--- src/sha1md_pkg.sv ---
// Shared types, constants and command/status structs for the SHA-1 digest block.
package sha1md_pkg;

   typedef logic [31:0] word_type;
   typedef word_type    hash_type [5];
   typedef word_type    block_type [16];

   // Operation codes on the request channel
   localparam logic OP_ABSORB = 1'b0;
   localparam logic OP_FINISH = 1'b1;

   localparam hash_type INIT_HASH = '{
      32'h67452301, 32'hEFCDAB89, 32'h98BADCFE, 32'h10325476, 32'hC3D2E1F0
   };

   localparam word_type ROUND_K [4] = '{
      32'h5A827999, 32'h6ED9EBA1, 32'h8F1BBCDC, 32'hCA62C1D6
   };

   localparam logic [7:0] PAD_BYTE   = 8'h80;
   localparam int         ROUNDS     = 80;
   localparam logic [5:0] LAST_BYTE  = 6'd63;
   localparam logic [5:0] LEN_START  = 6'd56;

   // Commands from the controller to the datapath
   typedef struct packed {
      logic load_byte;
      logic pad_first;
      logic pad_second;
      logic init_work;
      logic round;
      logic fold;
      logic capture;
      logic restart;
   } sha1md_cmd_type;

   // Status from the datapath to the controller
   typedef struct packed {
      logic block_full;
      logic long_tail;
      logic round_last;
   } sha1md_sts_type;

endpackage

--- src/sha1md_ifs.sv ---
// Request and response channel interfaces of the SHA-1 digest block.
interface sha1md_req_if;
   logic       valid;
   logic       ready;
   logic       operation;
   logic [7:0] data_byte;

   modport source (output valid, output operation, output data_byte, input ready);
   modport sink   (input valid, input operation, input data_byte, output ready);
endinterface

interface sha1md_rsp_if;
   logic        valid;
   logic        ready;
   logic [31:0] digest_word0;
   logic [31:0] digest_word1;
   logic [31:0] digest_word2;
   logic [31:0] digest_word3;
   logic [31:0] digest_word4;

   modport source (output valid, output digest_word0, output digest_word1,
                   output digest_word2, output digest_word3, output digest_word4,
                   input ready);
   modport sink   (input valid, input digest_word0, input digest_word1,
                   input digest_word2, input digest_word3, input digest_word4,
                   output ready);
endinterface

--- src/sha1_message_digest.sv ---
// SHA-1 message digest engine: top level joining controller and datapath.
//
// Request channel (req_bus): each beat carries operation and data_byte.
// operation absorb adds data_byte to the message; operation finish pads the
// message, appends its 64-bit bit length and produces the digest.
// Response channel (rsp_bus): one beat per finish, carrying the five 32-bit
// digest words, word0 holding the first digest bytes.
// Timing: an absorb beat is taken whenever the block is idle. The beat that fills a 64-byte block
// starts the compression: 80 rounds on one round unit, one round per cycle,
// then a fold into the chaining words; no new beat is taken until the fold is
// done. A finish runs the compression before loading the result register, and
// runs it twice when 56 or more bytes were buffered and a second block is needed.
// The sustained byte rate is set by the single round unit.
// The result sits in an output register; absorb beats are taken while it waits.
// A stalled receiver only holds up the next finish before its result is loaded.
// Reset (synchronous, active high) loads the initial hash values, clears the
// byte position and bit counter, and drops any pending result. After each
// finish the block returns to the same state, ready for a new message.
module sha1_message_digest (
   input  logic          clock,
   input  logic          reset,
   sha1md_req_if.sink    req_bus,
   sha1md_rsp_if.source  rsp_bus
);
   import sha1md_pkg::*;

   sha1md_cmd_type cmd;
   sha1md_sts_type sts;
   hash_type       digest;

   sha1md_ctrl u_ctrl (
      .clock     (clock),
      .reset     (reset),
      .req_valid (req_bus.valid),
      .operation (req_bus.operation),
      .req_ready (req_bus.ready),
      .rsp_ready (rsp_bus.ready),
      .rsp_valid (rsp_bus.valid),
      .sts       (sts),
      .cmd       (cmd)
   );

   sha1md_datapath u_datapath (
      .clock     (clock),
      .reset     (reset),
      .data_byte (req_bus.data_byte),
      .cmd       (cmd),
      .sts       (sts),
      .digest    (digest)
   );

   // Present the digest words
   assign rsp_bus.digest_word0 = digest[0];
   assign rsp_bus.digest_word1 = digest[1];
   assign rsp_bus.digest_word2 = digest[2];
   assign rsp_bus.digest_word3 = digest[3];
   assign rsp_bus.digest_word4 = digest[4];

endmodule

--- src/sha1md_datapath.sv ---
// Datapath: block buffer and schedule, round unit, chaining words, counters, digest register.
module sha1md_datapath (
   input  logic                    clock,
   input  logic                    reset,
   input  logic [7:0]              data_byte,
   input  sha1md_pkg::sha1md_cmd_type cmd,
   output sha1md_pkg::sha1md_sts_type sts,
   output sha1md_pkg::hash_type    digest
);
   import sha1md_pkg::*;

   hash_type    chain_ff, chain_in;
   hash_type    work_ff, work_in;
   hash_type    digest_ff, digest_in;
   block_type   block_ff, block_in;
   logic [5:0]  pos_ff, pos_in;
   logic [63:0] count_ff, count_in;
   logic [6:0]  round_ff, round_in;

   // Control state
   always_ff @(posedge clock) begin
      if (reset) begin
         chain_ff <= INIT_HASH;
         pos_ff   <= '0;
         count_ff <= '0;
         round_ff <= '0;
      end else begin
         chain_ff <= chain_in;
         pos_ff   <= pos_in;
         count_ff <= count_in;
         round_ff <= round_in;
      end
   end

   // Payload registers
   always_ff @(posedge clock) begin
      block_ff  <= block_in;
      work_ff   <= work_in;
      digest_ff <= digest_in;
   end

   always_comb begin
      logic [5:0]  q;
      logic [1:0]  stage;
      word_type    f;
      word_type    sched;
      word_type    a, b, c, d, e;

      chain_in  = chain_ff;
      work_in   = work_ff;
      digest_in = digest_ff;
      block_in  = block_ff;
      pos_in    = pos_ff;
      count_in  = count_ff;
      round_in  = round_ff;

      a = work_ff[0];
      b = work_ff[1];
      c = work_ff[2];
      d = work_ff[3];
      e = work_ff[4];

      // Pick round group
      if (round_ff < 7'd20)      stage = 2'd0;
      else if (round_ff < 7'd40) stage = 2'd1;
      else if (round_ff < 7'd60) stage = 2'd2;
      else                       stage = 2'd3;

      case (stage)
         2'd0:    f = (b & c) | (~b & d);
         2'd2:    f = (b & c) | (b & d) | (c & d);
         default: f = b ^ c ^ d;
      endcase

      sched = block_ff[13] ^ block_ff[8] ^ block_ff[2] ^ block_ff[0];

      // Pack one byte big-endian into the buffer
      if (cmd.load_byte) begin
         block_in[pos_ff[5:2]][{~pos_ff[1:0], 3'b000} +: 8] = data_byte;
         pos_in   = pos_ff + 6'd1;
         count_in = count_ff + 64'd8;
      end

      // Append the pad marker and clear the tail; add length if it fits
      if (cmd.pad_first) begin
         for (int i = 0; i < 64; i++) begin
            q = 6'(i);
            if (q == pos_ff) begin
               block_in[q[5:2]][{~q[1:0], 3'b000} +: 8] = PAD_BYTE;
            end else if (q > pos_ff) begin
               block_in[q[5:2]][{~q[1:0], 3'b000} +: 8] = 8'h00;
            end
         end
         if (pos_ff < LEN_START) begin
            block_in[14] = count_ff[63:32];
            block_in[15] = count_ff[31:0];
         end
      end

      // Length-only block for a long tail
      if (cmd.pad_second) begin
         for (int i = 0; i < 14; i++) begin
            block_in[i] = '0;
         end
         block_in[14] = count_ff[63:32];
         block_in[15] = count_ff[31:0];
      end

      if (cmd.init_work) begin
         work_in  = chain_ff;
         round_in = '0;
      end

      // One round; advance the schedule window
      if (cmd.round) begin
         work_in[0] = {a[26:0], a[31:27]} + f + e + block_ff[0] + ROUND_K[stage];
         work_in[1] = a;
         work_in[2] = {b[1:0], b[31:2]};
         work_in[3] = c;
         work_in[4] = d;
         for (int i = 0; i < 15; i++) begin
            block_in[i] = block_ff[i + 1];
         end
         block_in[15] = {sched[30:0], sched[31]};
         round_in     = round_ff + 7'd1;
      end

      if (cmd.fold) begin
         for (int i = 0; i < 5; i++) begin
            chain_in[i] = chain_ff[i] + work_ff[i];
         end
      end

      if (cmd.capture) begin
         digest_in = chain_ff;
      end

      // Return to the initial hash for the next message
      if (cmd.restart) begin
         chain_in = INIT_HASH;
         pos_in   = '0;
         count_in = '0;
      end
   end

   assign sts.block_full = (pos_ff == LAST_BYTE);
   assign sts.long_tail  = (pos_ff >= LEN_START);
   assign sts.round_last = (round_ff == 7'(ROUNDS - 1));
   assign digest         = digest_ff;

endmodule

--- src/sha1md_ctrl.sv ---
// Controller: sequences byte loads, padding, compression rounds, folding and result output.
module sha1md_ctrl (
   input  logic                    clock,
   input  logic                    reset,
   input  logic                    req_valid,
   input  logic                    operation,
   output logic                    req_ready,
   input  logic                    rsp_ready,
   output logic                    rsp_valid,
   input  sha1md_pkg::sha1md_sts_type sts,
   output sha1md_pkg::sha1md_cmd_type cmd
);
   import sha1md_pkg::*;

   typedef enum logic [2:0] {
      S_IDLE,
      S_ROUND,
      S_FOLD,
      S_PAD2,
      S_OUT
   } state_type;

   state_type state_ff, state_in;
   logic      finish_ff, finish_in;
   logic      second_ff, second_in;
   logic      rsp_valid_ff, rsp_valid_in;

   always_ff @(posedge clock) begin
      if (reset) begin
         state_ff     <= S_IDLE;
         finish_ff    <= 1'b0;
         second_ff    <= 1'b0;
         rsp_valid_ff <= 1'b0;
      end else begin
         state_ff     <= state_in;
         finish_ff    <= finish_in;
         second_ff    <= second_in;
         rsp_valid_ff <= rsp_valid_in;
      end
   end

   always_comb begin
      cmd          = '0;
      state_in     = state_ff;
      finish_in    = finish_ff;
      second_in    = second_ff;
      // Drop the result once the sink takes it
      rsp_valid_in = rsp_valid_ff && !rsp_ready;
      req_ready    = (state_ff == S_IDLE);

      unique case (state_ff)
         S_IDLE: begin
            if (req_valid) begin
               if (operation == OP_FINISH) begin
                  cmd.pad_first = 1'b1;
                  cmd.init_work = 1'b1;
                  finish_in     = 1'b1;
                  second_in     = sts.long_tail;
                  state_in      = S_ROUND;
               end else begin
                  cmd.load_byte = 1'b1;
                  if (sts.block_full) begin
                     cmd.init_work = 1'b1;
                     state_in      = S_ROUND;
                  end
               end
            end
         end
         S_ROUND: begin
            cmd.round = 1'b1;
            if (sts.round_last) begin
               state_in = S_FOLD;
            end
         end
         S_FOLD: begin
            cmd.fold = 1'b1;
            if (!finish_ff)     state_in = S_IDLE;
            else if (second_ff) state_in = S_PAD2;
            else                state_in = S_OUT;
         end
         S_PAD2: begin
            cmd.pad_second = 1'b1;
            cmd.init_work  = 1'b1;
            second_in      = 1'b0;
            state_in       = S_ROUND;
         end
         S_OUT: begin
            // Hold until the output register is free
            if (!rsp_valid_ff || rsp_ready) begin
               cmd.capture  = 1'b1;
               cmd.restart  = 1'b1;
               rsp_valid_in = 1'b1;
               finish_in    = 1'b0;
               state_in     = S_IDLE;
            end
         end
         default: state_in = S_IDLE;
      endcase
   end

   assign rsp_valid = rsp_valid_ff;

endmodule
--- src/flat_wrapper.sv ---
// flat-port wrapper written by rule: the top's interface ports become plain ports
module sha1_message_digest_flat import sha1md_pkg::*;
  (clock, reset, req_bus_valid, req_bus_operation, req_bus_data_byte, req_bus_ready, rsp_bus_valid, rsp_bus_digest_word0, rsp_bus_digest_word1, rsp_bus_digest_word2, rsp_bus_digest_word3, rsp_bus_digest_word4, rsp_bus_ready);
  sha1md_req_if req_bus_i ();
  sha1md_rsp_if rsp_bus_i ();
  input  logic clock;
  input  logic reset;
  input wire logic [$bits(req_bus_i.valid)-1:0] req_bus_valid;
  input wire logic [$bits(req_bus_i.operation)-1:0] req_bus_operation;
  input wire logic [$bits(req_bus_i.data_byte)-1:0] req_bus_data_byte;
  output wire logic [$bits(req_bus_i.ready)-1:0] req_bus_ready;
  output wire logic [$bits(rsp_bus_i.valid)-1:0] rsp_bus_valid;
  output wire logic [$bits(rsp_bus_i.digest_word0)-1:0] rsp_bus_digest_word0;
  output wire logic [$bits(rsp_bus_i.digest_word1)-1:0] rsp_bus_digest_word1;
  output wire logic [$bits(rsp_bus_i.digest_word2)-1:0] rsp_bus_digest_word2;
  output wire logic [$bits(rsp_bus_i.digest_word3)-1:0] rsp_bus_digest_word3;
  output wire logic [$bits(rsp_bus_i.digest_word4)-1:0] rsp_bus_digest_word4;
  input wire logic [$bits(rsp_bus_i.ready)-1:0] rsp_bus_ready;
  assign req_bus_i.valid = req_bus_valid;
  assign req_bus_i.operation = req_bus_operation;
  assign req_bus_i.data_byte = req_bus_data_byte;
  assign req_bus_ready = req_bus_i.ready;
  assign rsp_bus_valid = rsp_bus_i.valid;
  assign rsp_bus_digest_word0 = rsp_bus_i.digest_word0;
  assign rsp_bus_digest_word1 = rsp_bus_i.digest_word1;
  assign rsp_bus_digest_word2 = rsp_bus_i.digest_word2;
  assign rsp_bus_digest_word3 = rsp_bus_i.digest_word3;
  assign rsp_bus_digest_word4 = rsp_bus_i.digest_word4;
  assign rsp_bus_i.ready = rsp_bus_ready;
  sha1_message_digest u_core (.clock(clock), .reset(reset), .req_bus(req_bus_i), .rsp_bus(rsp_bus_i));
endmodule
--- config.mk ---
export PLATFORM = sky130hd
export DESIGN_NAME = sha1_message_digest_flat
export DESIGN_NICKNAME = d
export VERILOG_FILES = /design/src/sha1md_pkg.sv /design/src/sha1md_ifs.sv /design/src/sha1_message_digest.sv /design/src/sha1md_datapath.sv /design/src/sha1md_ctrl.sv /design/src/flat_wrapper.sv
export SDC_FILE = /design/constraint.sdc
export NUM_CORES = 2
export LEC_CHECK = 0
export BUFFER_PORTS_ARGS = -buffer_cell sky130_fd_sc_hd__buf_4
export CORE_MARGIN = 2
export CORE_UTILIZATION = 55
export DETAILED_ROUTE_END_ITERATION = 8
export PLACE_DENSITY = 0.76
export SLEW_MARGIN = 25
export SYNTH_ARGS = -nofsm -noshare
export SYNTH_HDL_FRONTEND = slang
export SYNTH_SLANG_ARGS = --single-unit
--- constraint.sdc ---
create_clock -name clock -period 7.15 [get_ports clock]
set_input_delay 0.715 -clock clock [delete_from_list [all_inputs] [get_ports clock]]
set_output_delay 0.715 -clock clock [all_outputs]
set_load 0.1 [all_outputs]
# Word-level counts from Yosys, hierarchy flattened
# Index checks and enable logic that the tools add are counted.
[totals]
reg_bits = 1075
output_inout_bits = 162
[op_classes]
addsub = 13
order_cmp = 72
n_eq_ne = 75
shift = 2
n_mux = 177
n_bitwise = 16
n_reduce_logical = 15
[ops]
columns = ["op", "n"]
rows = [
  ["$mux 512", 4],
  ["$mux 8", 128],
  ["$bwmux 512", 1],
  ["$mux 160", 2],
  ["$add 32x32->32", 9],
  ["$eq 6x6->1 const A", 32],
  ["$gt 6x6->1 const A", 32],
  ["$xor 32x32->32", 5],
  ["$and 32x32->32", 4],
  ["$demux 32 s4", 1],
  ["$eq 5x6->1 const A", 16],
  ["$gt 5x6->1 const A", 16],
  ["$mux 32", 3],
  ["$or 32x32->32", 3],
  ["$add 64x4->64 const B", 1],
  ["$bmux 32 s2", 1],
  ["$mux 64", 1],
  ["$pmux 32 s2", 1],
  ["$eq 4x6->1 const A", 8],
  ["$gt 4x6->1 const A", 8],
  ["$not 32->32", 1],
  ["$shift 8x7->32 const A", 1],
  ["$shiftx 8x7->32", 1],
  ["$eq 3x6->1 const A", 4],
  ["43 further kinds", 87],
]

# Logic depth before layout (Yosys ltp)
[depth]
ltp_word = 13
depth_mapped = 27

# By module
# A second synthesis with hierarchy kept.
[hier_totals]
hier_cells = 6309
hier_area_um2 = 58056.9
[modules_own_cells]
columns = ["mod", "instances", "cells_each", "area_each_um2"]
rows = [
  ["sha1md_datapath", 1, 6260, 57639.0],
  ["sha1md_ctrl", 1, 49, 417.9],
]

# Worst setup path after synthesis
# No wires, ideal clock.
[synth_path]
path_kind = "reg2reg"
startpoint = "register u_core.u_ctrl.rsp_valid_ff, in the netlist u_core.u_ctrl.rsp_valid"
endpoint = "register u_core.u_datapath.chain_ff[100] (netlist bit)"
setup_time_ns = 0.128
t_arrival_ns = 6.050
path_slack_ns = 0.972
stages_incl_launch_ff = 8
synth_period_minus_slack_ns = 6.178
cell_sequence = "dfxtp_1 nand2b_1 and3_1 or2_2 clkbuf_1 clkbuf_1 buf_1 nor2_1"
[synth_lines]
columns = ["element", "line_no", "source"]
rows = [
  ["start: declaration", "sha1md_ctrl.sv:26", "logic rsp_valid_ff, rsp_valid_in;"],
  ["start signal: assignment", "sha1md_ctrl.sv:38", "rsp_valid_ff <= rsp_valid_in;"],
  ["end signal: assignment", "sha1md_datapath.sv:28", "chain_ff <= chain_in;"],
  ["end: declaration", "sha1md_datapath.sv:12", "hash_type chain_ff, chain_in;"],
]

==> flow_metrics.tcl <==
set metrics [dict create \
    min_period_ps 6690 \
    cp.required_ps 7590 \
    htreeDepth 3 \
    track_usage 0.326 \
    insertion_delay_ps 720 \
    netlist_area_mm2 0.0570 \
    syn_inst 6577 \
    dr.first_iter.drc_count 5608 \
    rsz0062_at_grt "false" \
    place_hpwl_um 128000 \
    fin_worst_skew_ps 31.9 \
    route.detailed.drc 0 \
    yosysTopAreaCell "dfxtp_1" \
    cts_tree "yes" \
    gp_congestion 1.01 \
    ctsHoldBuffers 0 \
    drive_above_1_share 0.0754 \
    cpMaxStageDelayCell "fa_1" \
    ios 175 \
    path_clk_slew_ps 60 \
    r2r_start "u_core.u_datapath.round_ff[2]" \
    crit_top_cell "o21ai_0" \
    finalCritPeriodShare 0.936 \
    synth-edff-count 328 \
    first_global_vias 46074 \
    hold_start "reset" \
    root_buffer "clkbuf_16" \
    yosysSeqAreaShare 0.434 \
    synth_commonest_cells "nand2_1, o21ai_0, dfxtp_1" \
    synth-seq-cells 1072 \
    relSlewSlack 0.230 \
    wl_per_cell_um 22.1 \
    area_delta_synth_final_pct 10.5 \
    critPathArrivalTime_ps 7130 \
    power_density_mw_per_mm2 259 \
    worstPathMaxFanout 33 \
    ant_nets 0 \
    placed_cells 7860 \
    vias 48918 \
    final_hold_viol_count 0 \
    die_area_mm2 0.106 \
    synth_nets 6920 \
    grt-ovfl-total 0 \
    max_stage_delay_ps 520 \
    holdCritPathClass "in2reg" \
    finalSetupViolCount 0 \
    finalWirelength_um 179000 \
    ys_warn_count 0 \
    rows 118 \
    multi_input_area_mm2 0.0301 \
    finalMaxSlewViolations 0 \
    synth_area_leaders "dfxtp_1, edfxtp_1, o21ai_0, nand2_1, a21oi_1" \
    fmax_mhz 149 \
    register_area_mm2 0.0247 \
    port_buffers 174 \
    ir_worst_vdd_mv 0.236 \
    tightest_slew_ps 1150 \
    run_status "complete, no violations" \
    ys_types 98 \
    antennaDiodeCount 0 \
    maxCapViolCount 0 \
    avgViaCountPerCell 6.06 \
    avgSynthCellArea_um2 8.67 \
    critical_path_class "reg2reg" \
    dr.pass1.iters 7 \
    dieWidth_um 326 \
    final_nets 6935 \
    crit_start "u_core.u_datapath.round_ff[2]" \
    synthFlopType "dfxtp_1" \
    nFillCells 8882 \
    antenna_found_initial 3 \
    cts_buffer_depth 3 \
    critPathLaunchType "register" \
    async_flop_share 0 \
    yosysMostFrequentCell "nand2_1" \
    cts_buffers 109 \
    synth.top_cell.area_share 0.261 \
    grt_pass1_wl_um 271000 \
    grt_max_degree 246 \
    endpoint_kind "register" \
    fin_util 0.611 \
    total_power_mw 16.4 \
    finalSetupTns_ps 0 \
    instances_no_fill 8067 \
    start_util 0.553 \
    core_mm2 0.103 \
    clock-sinks 1072 \
    leakagePower_nw 23.6 \
    cts_setup_buffers 0 \
    die_h_um 326 \
]
final timing paths:
| path | slack, ps | cells after the start | endpoint |
|---|---|---|---|
| worst max register to register | 460 | 25 | u_core.u_datapath.work_ff[157] |
| worst min register to register | 440 | 2 | u_core.u_datapath.block_ff[423] |
| worst max-delay path | 460 | 25 | u_core.u_datapath.work_ff[157] |
| worst min-delay path | 370 | 2 | u_core.u_datapath.round_ff[1] |
state kept, by name, indices dropped and copies added (netlist names), 3 cells and up:
register / flops
u_core.u_datapath.count_ff: 61
u_core.u_datapath.chain_ff: 160
u_core.u_datapath.work_ff: 160
u_core.u_datapath.digest: 160
u_core.u_ctrl.state_ff: 3
u_core.u_datapath.round_ff: 7
u_core.u_datapath.block_ff: 512
u_core.u_datapath.pos_ff: 6
area by class of cell:
type,count,area share
multi-input combinational,4898,0.477
clock buffer,161,0.0504
timing repair buffer,231,0.0289
tap,1380,0.0274
sequential,1072,0.393
clock inverter,45,0.00669
inverter,280,0.0168
per-stage QoR:
stage | hold WS, ps | instance area (um2) | setup WS (ps)
6_report | 368 | 63000 | 460
5_1_grt | 375 | 63000 | 126
4_1_cts | 335 | 63000 | 361
3_5_place_dp | 428 | 59400 | 376
3_3_place_gp | 428 | 59400 | 591
2_1_floorplan | 415 | 57000 | 972
power breakdown:
group	switching (mW)	internal, mW
Combinational	2.29	1.52
Clock	2.53	3.27
Sequential	0.250	6.49
kinds of logic after synthesis:
kind of cell | synth area share
DFF | 0.434
muxes | 0.0365
xor gates and xnor gates | 0.0455
adders and majority gates | 0.0888
buffers and inverters | 0.0402
and+or+nand+nor | 0.162
AOI/OAI and AO/OA | 0.194
layout by cell type, fill, tap and decap left out, types with 59 or more instances in the layout:
| master | Yosys | final |
|---|---|---|
| mux2i_1 | 200 | 200 |
| inv_1 | 278 | 277 |
| a21oi_1 | 615 | 615 |
| xor2_1 | 126 | 126 |
| ha_1 | 205 | 205 |
| o211ai_1 | 59 | 59 |
| buf_4 | 2 | 224 |
| dfxtp_1 | 744 | 744 |
| xnor2_1 | 170 | 170 |
| fa_1 | 125 | 125 |
| nand3_1 | 117 | 117 |
| nor2_1 | 568 | 565 |
| clkbuf_16 | 0 | 112 |
| o21ai_0 | 816 | 806 |
| a21o_1 | 84 | 84 |
| a22oi_1 | 59 | 59 |
| edfxtp_1 | 328 | 328 |
| nand2_1 | 1075 | 1074 |
critical path: cells and delay by family (launching register included):
| family | cells | cell delay [ps] |
|---|---|---|
| xor+xnor | 1 | 160 |
| buf+inv | 5 | 960 |
| fa+ha+maj | 4 | 1640 |
| flops | 1 | 440 |
| simple gates | 3 | 320 |
| compound gates | 12 | 2880 |
layer usage:
layer  up-vias  global-route usage  wire length [um]
met4         2               0.161              9260
met2      2316               0.515             81000
met3       459              0.0624             16000
met1     23144               0.430             72200
li1      22997                   -                 -
met5         -                   0                 9
timing repair:
| action | in CTS | in global routing |
|---|---|---|
| resized for setup | 0 | 1 |
| setup endpoints to repair | 0 | 1 |
| hold endpoints to repair | 0 | 0 |
(Power assumes the default switching activity.)
